### src/rtl/core/bdq_pkg.sv
// ----------------------------------------------------------------------------
// bdq_pkg: shared definitions for the bounded deque
// Operation and status codes, stream field widths, and the command and
// status bundles that join the controller and the datapath.
// ----------------------------------------------------------------------------
package bdq_pkg;

   localparam int OP_W     = 3;
   localparam int VALUE_W  = 32;
   localparam int STATUS_W = 2;
   localparam int REQ_TDATA_W = 40;
   localparam int RSP_TDATA_W = 40;

   typedef enum logic [OP_W-1:0] {
      OP_PUSH_FRONT = 3'd0,
      OP_PUSH_BACK  = 3'd1,
      OP_POP_FRONT  = 3'd2,
      OP_POP_BACK   = 3'd3,
      OP_LIST       = 3'd4
   } op_type;

   localparam logic [STATUS_W-1:0] ST_OK    = 2'd0;
   localparam logic [STATUS_W-1:0] ST_EMPTY = 2'd1;
   localparam logic [STATUS_W-1:0] ST_FULL  = 2'd2;

   typedef struct packed {
      logic exec_op;
      logic list_empty;
      logic idx_clear;
      logic rd_en;
      logic emit_entry;
      logic idx_inc;
   } cmd_type;

   typedef struct packed {
      logic empty;
      logic idx_last;
      logic out_free;
   } stat_type;

endpackage

### src/rtl/core/bounded_deque_with_listing.sv
// ----------------------------------------------------------------------------
// bounded_deque_with_listing: bounded double-ended queue with listing
// A ring store of DEPTH signed 32-bit entries with push and pop at both
// ends and a front-to-back listing of all entries.
//
// Usage: each request on the req_ stream carries an op and a value. Push
// and pop requests each give one response with a status and tlast set.
// A list request gives one response per entry, front to back, with tlast
// on the final one, or a single empty-status response on an empty queue.
// Unused op codes are consumed without a response.
// A push or pop response is registered and shows in the cycle after the
// request is accepted. A listing reads each entry into the store's read
// register, then sends it out; no request is accepted while it runs.
// Throughput: one push or pop request per cycle while responses are taken.
// Reset empties the queue; the store itself is not cleared.
// When the receiver stalls, the response register holds and new requests
// wait in req_tready low until the response register can be loaded.
// ----------------------------------------------------------------------------
module bounded_deque_with_listing
   import bdq_pkg::*;
#(
   parameter int DEPTH = 16
)
(
   input  logic                   clock,
   input  logic                   reset,
   input  logic                   req_tvalid,
   output logic                   req_tready,
   input  logic [REQ_TDATA_W-1:0] req_tdata,   // op [2:0], value [34:3], zero pad
   output logic                   rsp_tvalid,
   input  logic                   rsp_tready,
   output logic [RSP_TDATA_W-1:0] rsp_tdata,   // item [31:0], status [33:32], zero pad
   output logic                   rsp_tlast
);

   cmd_type             cmd;
   stat_type            stat;
   logic [OP_W-1:0]     req_op;
   logic [VALUE_W-1:0]  req_value;
   logic [VALUE_W-1:0]  rsp_item;
   logic [STATUS_W-1:0] rsp_status;

   assign req_op    = req_tdata[OP_W-1:0];
   assign req_value = req_tdata[OP_W+VALUE_W-1:OP_W];
   assign rsp_tdata = {{(RSP_TDATA_W-VALUE_W-STATUS_W){1'b0}}, rsp_status, rsp_item};

   bdq_ctrl u_ctrl (
      .clock      (clock),
      .reset      (reset),
      .req_tvalid (req_tvalid),
      .req_tready (req_tready),
      .req_op     (req_op),
      .stat       (stat),
      .cmd        (cmd)
   );

   bdq_dpath #(
      .DEPTH (DEPTH)
   ) u_dpath (
      .clock      (clock),
      .reset      (reset),
      .req_op     (req_op),
      .req_value  (req_value),
      .cmd        (cmd),
      .stat       (stat),
      .rsp_tready (rsp_tready),
      .rsp_valid  (rsp_tvalid),
      .rsp_item   (rsp_item),
      .rsp_status (rsp_status),
      .rsp_last   (rsp_tlast)
   );

endmodule

### src/rtl/core/bdq_ctrl.sv
// ----------------------------------------------------------------------------
// bdq_ctrl: deque controller
// Accepts requests, sequences push and pop updates and walks the entries
// one at a time during a listing.
// ----------------------------------------------------------------------------
module bdq_ctrl
   import bdq_pkg::*;
(
   input  logic            clock,
   input  logic            reset,
   input  logic            req_tvalid,
   output logic            req_tready,
   input  logic [OP_W-1:0] req_op,
   input  stat_type        stat,
   output cmd_type         cmd
);

   typedef enum logic [2:0] {
      S_IDLE  = 3'b001,
      S_LREAD = 3'b010,
      S_LSEND = 3'b100
   } state_type;

   state_type state_ff, state_in;
   op_type    op;

   assign op = op_type'(req_op);

   always_ff @(posedge clock) begin
      if (reset) begin
         state_ff <= S_IDLE;
      end else begin
         state_ff <= state_in;
      end
   end

   always_comb begin
      state_in   = state_ff;
      cmd        = '0;
      req_tready = 1'b0;
      case (state_ff)
         S_IDLE: begin
            req_tready = stat.out_free;
            if (req_tvalid && stat.out_free) begin
               if (op inside {OP_PUSH_FRONT, OP_PUSH_BACK, OP_POP_FRONT, OP_POP_BACK}) begin
                  cmd.exec_op = 1'b1;
               end else if (op == OP_LIST) begin
                  if (stat.empty) begin
                     cmd.list_empty = 1'b1;
                  end else begin
                     cmd.idx_clear = 1'b1;
                     state_in      = S_LREAD;
                  end
               end
            end
         end
         S_LREAD: begin
            cmd.rd_en = 1'b1;
            state_in  = S_LSEND;
         end
         S_LSEND: begin
            if (stat.out_free) begin
               cmd.emit_entry = 1'b1;
               if (stat.idx_last) begin
                  state_in = S_IDLE;
               end else begin
                  cmd.idx_inc = 1'b1;
                  state_in    = S_LREAD;
               end
            end
         end
         default: begin
            state_in = S_IDLE;
         end
      endcase
   end

endmodule

### src/rtl/core/bdq_dpath.sv
// ----------------------------------------------------------------------------
// bdq_dpath: deque datapath
// Holds the ring store, the front index, the entry count, the listing
// index and the response register.
// ----------------------------------------------------------------------------
module bdq_dpath
   import bdq_pkg::*;
#(
   parameter int DEPTH = 16
)
(
   input  logic                clock,
   input  logic                reset,
   input  logic [OP_W-1:0]     req_op,
   input  logic [VALUE_W-1:0]  req_value,
   input  cmd_type             cmd,
   output stat_type            stat,
   input  logic                rsp_tready,
   output logic                rsp_valid,
   output logic [VALUE_W-1:0]  rsp_item,
   output logic [STATUS_W-1:0] rsp_status,
   output logic                rsp_last
);

   localparam int IDX_W = (DEPTH > 1) ? $clog2(DEPTH) : 1;
   localparam int CNT_W = $clog2(DEPTH + 1);
   localparam int SUM_W = IDX_W + 1;

   logic [VALUE_W-1:0]  mem [DEPTH];
   logic [IDX_W-1:0]    front_ff, front_in;
   logic [CNT_W-1:0]    count_ff, count_in;
   logic [IDX_W-1:0]    idx_ff, idx_in;
   logic [VALUE_W-1:0]  rd_data_ff;
   logic                out_valid_ff, out_valid_in;
   logic [VALUE_W-1:0]  item_ff, item_in;
   logic [STATUS_W-1:0] status_ff, status_in;
   logic                last_ff, last_in;

   logic             full, empty, load;
   logic             wr_en;
   logic [IDX_W-1:0] wr_addr, rd_addr, front_dec, front_inc, back_pos;
   logic [SUM_W-1:0] back_sum, rd_sum;
   op_type           op;

   assign op    = op_type'(req_op);
   assign full  = (count_ff == CNT_W'(DEPTH));
   assign empty = (count_ff == '0);

   assign front_dec = (front_ff == '0) ? IDX_W'(DEPTH - 1) : front_ff - 1'b1;
   assign front_inc = (front_ff == IDX_W'(DEPTH - 1)) ? '0 : front_ff + 1'b1;

   assign back_sum = SUM_W'(front_ff) + SUM_W'(count_ff);
   assign back_pos = (back_sum >= SUM_W'(DEPTH)) ? IDX_W'(back_sum - SUM_W'(DEPTH))
                                                 : IDX_W'(back_sum);
   assign rd_sum   = SUM_W'(front_ff) + SUM_W'(idx_ff);
   assign rd_addr  = (rd_sum >= SUM_W'(DEPTH)) ? IDX_W'(rd_sum - SUM_W'(DEPTH))
                                               : IDX_W'(rd_sum);

   assign stat.empty    = empty;
   assign stat.idx_last = ((CNT_W'(idx_ff) + 1'b1) == count_ff);
   assign stat.out_free = !out_valid_ff || rsp_tready;

   always_comb begin
      front_in  = front_ff;
      count_in  = count_ff;
      wr_en     = 1'b0;
      wr_addr   = back_pos;
      load      = 1'b0;
      item_in   = item_ff;
      status_in = status_ff;
      last_in   = last_ff;
      idx_in    = idx_ff;
      if (cmd.exec_op) begin
         load      = 1'b1;
         item_in   = '0;
         last_in   = 1'b1;
         status_in = ST_OK;
         case (op)
            OP_PUSH_FRONT, OP_PUSH_BACK: begin
               if (full) begin
                  status_in = ST_FULL;
               end else begin
                  wr_en    = 1'b1;
                  count_in = count_ff + 1'b1;
                  if (op == OP_PUSH_FRONT) begin
                     wr_addr  = front_dec;
                     front_in = front_dec;
                  end
               end
            end
            OP_POP_FRONT, OP_POP_BACK: begin
               if (empty) begin
                  status_in = ST_EMPTY;
               end else begin
                  count_in = count_ff - 1'b1;
                  if (op == OP_POP_FRONT) begin
                     front_in = front_inc;
                  end
               end
            end
            default: begin
               load = 1'b0;
            end
         endcase
      end
      if (cmd.list_empty) begin
         load      = 1'b1;
         item_in   = '0;
         status_in = ST_EMPTY;
         last_in   = 1'b1;
      end
      if (cmd.emit_entry) begin
         load      = 1'b1;
         item_in   = rd_data_ff;
         status_in = ST_OK;
         last_in   = stat.idx_last;
      end
      if (cmd.idx_clear) begin
         idx_in = '0;
      end else if (cmd.idx_inc) begin
         idx_in = idx_ff + 1'b1;
      end
      if (load) begin
         out_valid_in = 1'b1;
      end else if (rsp_tready) begin
         out_valid_in = 1'b0;
      end else begin
         out_valid_in = out_valid_ff;
      end
   end

   always_ff @(posedge clock) begin
      if (wr_en) begin
         mem[wr_addr] <= req_value;
      end
      if (cmd.rd_en) begin
         rd_data_ff <= mem[rd_addr];
      end
   end

   always_ff @(posedge clock) begin
      if (reset) begin
         front_ff     <= '0;
         count_ff     <= '0;
         out_valid_ff <= 1'b0;
      end else begin
         front_ff     <= front_in;
         count_ff     <= count_in;
         out_valid_ff <= out_valid_in;
      end
   end

   always_ff @(posedge clock) begin
      idx_ff    <= idx_in;
      item_ff   <= item_in;
      status_ff <= status_in;
      last_ff   <= last_in;
   end

   assign rsp_valid  = out_valid_ff;
   assign rsp_item   = item_ff;
   assign rsp_status = status_ff;
   assign rsp_last   = last_ff;

endmodule
### config.mk
export PLATFORM = sky130hd
export DESIGN_NAME = bounded_deque_with_listing
export DESIGN_NICKNAME = d
export VERILOG_FILES = /design/src/rtl/core/bdq_pkg.sv /design/src/rtl/core/bounded_deque_with_listing.sv /design/src/rtl/core/bdq_ctrl.sv /design/src/rtl/core/bdq_dpath.sv
export SDC_FILE = /design/constraint.sdc
export NUM_CORES = 1
export LEC_CHECK = 0
export ABC_CLOCK_PERIOD_IN_PS = 4700
export BUFFER_PORTS_ARGS = -buffer_cell sky130_fd_sc_hd__buf_2
export CAP_MARGIN = 20
export CORE_MARGIN = 8
export CORE_UTILIZATION = 30
export DETAILED_ROUTE_END_ITERATION = 10
export PLACE_DENSITY = 0.53
export SYNTH_ARGS = -nofsm -noshare
export SYNTH_HDL_FRONTEND = slang
export SYNTH_SLANG_ARGS = --single-unit
### constraint.sdc
create_clock -name clock -period 4.7 [get_ports clock]
set_input_delay 1.41 -clock clock [delete_from_list [all_inputs] [get_ports clock]]
set_output_delay 1.41 -clock clock [all_outputs]
set_load 0.02 [all_outputs]
==> results.sh, run 1 <==
export IMPL_tns_ps=0
export IMPL_outcome="complete, no violations"
export IMPL_start_kind="input pin"
export IMPL_yosysTopAreaCell="edfxtp_1"
export IMPL_max_cap_violations=0
export IMPL_fin_crit_ps=3600
export IMPL_crit_arrival_ps=3900
export IMPL_cts_htree_levels=2
export IMPL_setup_viol=0
export IMPL_gp_congestion=0.715
export IMPL_maxSlewHeadroom_pct=37.6
export IMPL_core_area_um2=77300
export IMPL_min_path_type="flop to flop"
export IMPL_ios=87
export IMPL_grt_pass1_wl_um=78200
export IMPL_synth_seq_cells=596
export IMPL_drive_gt1_share_pct=26.6
export IMPL_cts_repair_resized=0
export IMPL_rsz0062_at_grt="no"
export IMPL_drt_iter0_drc=776
export IMPL_yosysMostFrequentCell="edfxtp_1"
export IMPL_hold_viol=0
export IMPL_cts_tree="yes"
export IMPL_final_period_utilization_pct=76.6
export IMPL_cp_required_ps=5000
export IMPL_synth_area_mux_share_pct=13.1
export IMPL_netlist_area_leader_share_pct=74.1
export IMPL_synth_top_cells_by_count="edfxtp_1 (577), mux4_2 (128), nand2_1 (81)"
export IMPL_synth_xor_area_share_pct=0.974
export IMPL_rows=102
export IMPL_cts_buffers=61
export IMPL_design_die_area_um2=87100
export IMPL_cp_end_kind="flop"
export IMPL_initial_core_util_pct=30.2
export IMPL_vias_per_cell=4.69
export IMPL_grt_max_degree=70
export IMPL_yosys_top_cells_area="edfxtp_1 (74%), mux4_2 (12%), and2_1 (1.8%)"
export IMPL_dr_pass1_iters=5
export IMPL_worst_pin_slew_ps=932
export IMPL_port_buffer_count=75
export IMPL_dp_hpwl_um=29100
export IMPL_fmax_mhz=278
export IMPL_synth_compound_area_share_pct=3.10
export IMPL_path_clk_slew_ps=60
export IMPL_antenna_found_initial=8
export IMPL_ys_flop_type="edfxtp_1"
export IMPL_grt_overflow=0
export IMPL_synth_top_family_by_area="multiplexers"
export IMPL_num_vias=11240
export IMPL_ys_types=47
export IMPL_die_h_um=295
export IMPL_clock_latency_ps=630
export IMPL_holdWs_ps=482
export IMPL_post_synth_cell_area_avg_um2=19.7
export IMPL_cts_path_max_buffers=3
export IMPL_finClkSkew_ps=24.6
export IMPL_synth_adder_area_share_pct=0.899
export IMPL_root_buffer="clkbuf_16"
export IMPL_ant_nets=0
export IMPL_syn_area_um2=23400
export IMPL_ir_drop_v=0.000367
export IMPL_slew_violations=0
export IMPL_fp_dieW_um=295
export IMPL_power_density_nw_per_um2=445
export IMPL_seq_area_frac_synth_pct=75.7
export IMPL_grt_pass1_vias=12223
export IMPL_netlist_instances=1188
export IMPL_p_leak_nw=8.73
export IMPL_cp_max_fo=26
export IMPL_final_net_count=1364
export IMPL_critical_path_class="input pin to flop"
export IMPL_yosys_area_share_simple_pct=4.78
export IMPL_async_flop_share_pct=0
export IMPL_finalWirelength_um=51600
export IMPL_globalRouteTotalUtil_pct=11.9
export IMPL_clkSinkCount=596
export IMPL_synth_edff_count=577
export IMPL_post_cts_buffers=0
export IMPL_drc=0
export IMPL_yosysWarnings=0
export IMPL_wl_per_cell_um=21.5
export IMPL_synthToLayoutAreaGrowth_pct=17.5
export IMPL_hold_buffers=0
## per-layer routing
metal	global-route usage, %	share of wire (%)
met5	0	0.043
met4	3.10	1.9
met3	2.24	4.4
met2	20.3	50
met1	15.5	43
## per-stage QoR
stage / power [W] / instances / worst slack (ps) / area, µm² / utilization (%)
after floorplan: 0.00708 / 1193 / 1.10 / 23400 / -
after global placement: 0.00757 / 2282 / 573 / 25500 / 32.9
after detailed placement: 0.00759 / 2282 / 490 / 25500 / 32.9
after CTS: 0.0124 / 2396 / 1140 / 27500 / 35.5
after global routing: 0.0127 / 2396 / 995 / 27500 / 35.5
final: 0.0122 / 2398 / 1100 / 27500 / 35.5
## state kept, by name, indices dropped and copies added (netlist names)
| name | cells |
|---|---|
| u_dpath.mem | 512 |
| u_dpath.rd_data_ff | 32 |
| u_dpath.rsp_item | 32 |
| u_dpath.count_ff | 5 |
| u_dpath.front_ff | 4 |
| u_dpath.idx_ff | 4 |
| u_ctrl.state_ff | 3 |
| u_dpath.rsp_status | 2 |
| u_dpath.rsp_last | 1 |
| u_dpath.rsp_valid | 1 |
## power by group
part	internal, W	switching (W)	total [W]
logic	0.000538	0.000825	0.00136
clock network	0.00279	0.00200	0.00480
registers	0.00600	0.0000750	0.00608
total	0.00933	0.00290	0.0122
## kinds of logic (layout without fill, tap and decap cells)
logic type / Yosys count / after routing
AO/OA/AOI/OAI: 107 / 107
XOR/XNOR: 26 / 26
adder cells (fa/ha/maj): 15 / 15
buffers and inverters: 76 / 239
flip-flops: 596 / 596
multiplexers: 145 / 145
other: 1 / 8
AND/OR/NAND/NOR: 222 / 222
## worst max-delay path, stage by stage
cell and delay (ps):
buf_2 130, nand2b_1 140, or4_1 700, nor4_1 570, a32oi_1 270, nor2_4 380, buf_12 270
## cell type report
type / instances / area (µm²)
diodes: 2 / 5.00
inverters: 10 / 37.5
well taps: 1040 / 1300
flip-flops and latches: 596 / 17700
multi-input cells: 521 / 5530
repair buffers: 115 / 901
fillers: 7275 / 49900
clock buffers: 71 / 1590
clock inverters: 43 / 412
## path summary, 6_finish.rpt
path	startpoint	to	slack (ps)	depth (start not counted)
setup / recovery	req_tdata[2]	u_dpath.mem[0][2]	1100	7
hold / removal	u_dpath.rsp_status[1]	u_dpath.rsp_status[1]	480	2
setup reg to reg	u_dpath.front_ff[0]	u_dpath.rd_data_ff[9]	1330	8
hold reg to reg	u_dpath.rsp_status[1]	u_dpath.rsp_status[1]	480	2
## cells in the final DEF, fill, tap and decap left out, types with 12 or more instances in the layout
master	n
xnor2_1	14
nor2_1	20
clkinv_2	16
nand2_1	81
buf_2	75
dfxtp_1	19
a211oi_1	34
a31oi_1	33
clkbuf_16	62
buf_4	22
and2_1	65
nor2_4	12
mux2i_1	17
mux4_2	128
edfxtp_1	577
buf_12	18
clkinv_1	14
Power figures use the tool's default switching activity.
==> inputs of run 2 (changes only) <==
--- a/config.mk
+++ b/config.mk
@@ -5,13 +5,13 @@
 export SDC_FILE = /design/constraint.sdc
 export NUM_CORES = 1
 export LEC_CHECK = 0
-export ABC_CLOCK_PERIOD_IN_PS = 4700
+export ABC_CLOCK_PERIOD_IN_PS = 3550
 export BUFFER_PORTS_ARGS = -buffer_cell sky130_fd_sc_hd__buf_2
 export CAP_MARGIN = 20
 export CORE_MARGIN = 8
 export CORE_UTILIZATION = 30
 export DETAILED_ROUTE_END_ITERATION = 10
-export PLACE_DENSITY = 0.53
+export PLACE_DENSITY = 0.52
 export SYNTH_ARGS = -nofsm -noshare
 export SYNTH_HDL_FRONTEND = slang
 export SYNTH_SLANG_ARGS = --single-unit
==> constraint.sdc (replaced) <==
create_clock -name clock -period 3.55 [get_ports clock]
set_input_delay 1.065 -clock clock [delete_from_list [all_inputs] [get_ports clock]]
set_output_delay 1.065 -clock clock [all_outputs]
set_load 0.02 [all_outputs]
==> run 2 against run 1 <==
  * Die area unchanged
  * Clock skew decreased by 3.7 ps
  * Count of clock-buffer cells in the layout up 16
  * Global-route usage rose by 0.62 points
  * Hold slack got worse by 8.6 ps
  * Critical path type is now flop to flop
  * Utilization is 0.68 points higher
  * Design area grew 1.9%
==> results.sh, run 2 (same netlist as run 1, synthesis figures left out) <==
export IMPL_outcome="complete, no violations"
export IMPL_ios=87
export IMPL_place_inst=2320
export IMPL_p_comb_share_pct=11.6
export IMPL_cpPeakStageDelay_ps=870
export IMPL_initial_core_util_pct=30.2
export IMPL_num_vias=11519
export IMPL_grt_pass1_wl_um=80900
export IMPL_grt_pass1_vias=12185
export IMPL_cp_end_kind="flop"
export IMPL_power_switching_w=0.00389
export IMPL_cts_buffers=67
export IMPL_post_cts_buffers=0
export IMPL_min_path_type="flop to flop"
export IMPL_crit_arrival_ps=3580
export IMPL_slowest_stage="fa_4"
export IMPL_critical_path_top_delay_family="adder cells"
export IMPL_fmax_mhz=304
export IMPL_hold_viol=0
export IMPL_reg2reg_from="u_dpath.front_ff[1]"
export IMPL_cp_depth=7
export IMPL_power_frac_seq_pct=49.4
export IMPL_fin_area_um2=28000
export IMPL_final_cells=2434
export IMPL_r2r_cells=7
export IMPL_gp_congestion=0.714
export IMPL_wl_per_cell_um=22.3
export IMPL_fin_crit_ps=3290
export IMPL_p_int_w=0.0124
export IMPL_design_die_area_um2=87100
export IMPL_holdWs_ps=474
export IMPL_p_leak_nw=8.99
export IMPL_ir_drop_v=0.000293
export IMPL_switching_share_pct=23.9
export IMPL_mostFrequentLayoutCell="edfxtp_1"
export IMPL_start_kind="flop"
export IMPL_path_clk_slew_ps=60
export IMPL_holdPathStages=2
export IMPL_holdPathEnd="u_dpath.rsp_status[1]"
export IMPL_setup_viol=0
export IMPL_fp_dieW_um=295
export IMPL_port_buffer_count=75
export IMPL_maxSlewHeadroom_pct=45.4
export IMPL_critical_path_class="flop to flop"
export IMPL_worst_pin_slew_ps=810
export IMPL_final_net_count=1408
export IMPL_power_density_nw_per_um2=581
export IMPL_crit_chain="inv_1, fa_4, buf_12, buf_12, mux4_2, a211oi_1, a31oi_1"
export IMPL_drc=0
export IMPL_setup_slack_ps=264
export IMPL_p_clk_share_pct=39.0
export IMPL_core_area_um2=77300
export IMPL_grt_overflow=0
export IMPL_crit_top_cell="buf_12"
export IMPL_cp_max_fo=36
export IMPL_cp_required_ps=3850
export IMPL_p_total_w=0.0163
export IMPL_cts_tree="yes"
export IMPL_drt_iter0_drc=713
export IMPL_num_antenna_cells=0
export IMPL_root_buffer="clkbuf_16"
export IMPL_crit_buf_inv=3
export IMPL_cts_htree_levels=3
export IMPL_rows=102
export IMPL_ant_nets=0
export IMPL_reg2reg_to="u_dpath.rd_data_ff[1]"
export IMPL_finalWirelength_um=54300
export IMPL_min_from="u_dpath.rsp_status[1]"
export IMPL_dp_hpwl_um=32200
export IMPL_busiest_layer="met2"
export IMPL_grt_use_met1_pct=17.1
export IMPL_r2r_slack_ps=260
export IMPL_clock_latency_ps=590
export IMPL_grt_max_degree=65
export IMPL_finClkSkew_ps=20.9
export IMPL_layout_common_cells="edfxtp_1 (577), mux4_2 (128), nand2_1 (81)"
export IMPL_globalRouteTotalUtil_pct=12.5
export IMPL_final_period_utilization_pct=92.6
export IMPL_grt_use_met2_pct=20.5
export IMPL_crit_start="u_dpath.front_ff[1]"
export IMPL_vias_per_cell=4.73
export IMPL_drive_gt1_share_pct=28.4
export IMPL_slew_violations=0
export IMPL_cts_path_max_buffers=3
export IMPL_placed_area_um2=26000
export IMPL_largest_reg_flops=512
export IMPL_max_cap_violations=0
export IMPL_dr_pass1_iters=5
export IMPL_antenna_found_initial=4
export IMPL_grtUsageMet3_pct=2.25
export IMPL_die_h_um=295
export IMPL_rsz0062_at_grt="no"
export IMPL_place_ws_ps=-18.7
export IMPL_top_register="u_dpath.mem"
export IMPL_synthToLayoutAreaGrowth_pct=19.8
export IMPL_clkSinkCount=596
[run 2: cell types whose count changed in the layout (fill, tap and decap cells not counted), moves of 3 or more]
cell	before	now
buf_4	22	40
inv_6	1	4
clkinv_2	16	7
bufinv_16	7	2
clkinv_1	14	9
buf_12	18	38
clkbuf_16	62	67
clkbuf_1	9	18
[run 2: power groups by stage]
stage	Clock, W	Sequential, W	Combinational [W]
floorplan	0	0.00827	0.00112
global placement	0	0.00818	0.00192
detailed placement	0	0.00819	0.00193
CTS	0.00655	0.00804	0.00194
global route	0.00678	0.00806	0.00207
finish	0.00635	0.00804	0.00188
[run 2: what timing repair did]
action	in CTS	in global routing
hold buffers	0	0
endpoints found under the setup margin	0	1
resized for setup	0	1
[run 2: final cells by class]
class	instances	area, µm²
Clock buffer	87	1770
Clock inverter	27	219
Fill cell	7276	49300
Inverter	10	37.5
Multi-Input combinational cell	521	5530
Sequential cell	596	17700
Tap cell	1040	1300
Timing Repair Buffer	153	1440
[run 2: worst max path at each step]
stage / end / slack [ps]
5_1_grt: u_dpath.rd_data_ff[18] / 110
3_5_place_dp: u_dpath.mem[4][4] / -20
3_3_place_gp: u_dpath.mem[4][6] / -40
6_report: u_dpath.rd_data_ff[1] / 260
4_1_cts: u_dpath.rd_data_ff[8] / 150
2_1_floorplan: u_dpath.mem[1][0] / -190
[run 2: per-layer routing]
metal	part of all wire [%]	wire, µm	up-vias
li1	-	-	5126
met1	46	25000	6093
met2	48	26200	223
met3	3.8	2040	75
met4	1.9	1030	2
met5	0.013	7	-
[run 2: per-stage QoR]
stage,utilization (%),TNS [ps]
2_1_floorplan,-,-45820
6_report,36.2,0
5_1_grt,36.2,0
3_5_place_dp,33.6,-632
4_1_cts,36.2,0
3_3_place_gp,33.6,-2410
[run 2: worst reg2reg max path, cell delays in order (launching register included)]
cell and delay (ps):
dfxtp_1 490, inv_1 200, fa_4 870, buf_12 250, buf_12 290, mux4_2 320, a211oi_1 450, a31oi_1 130
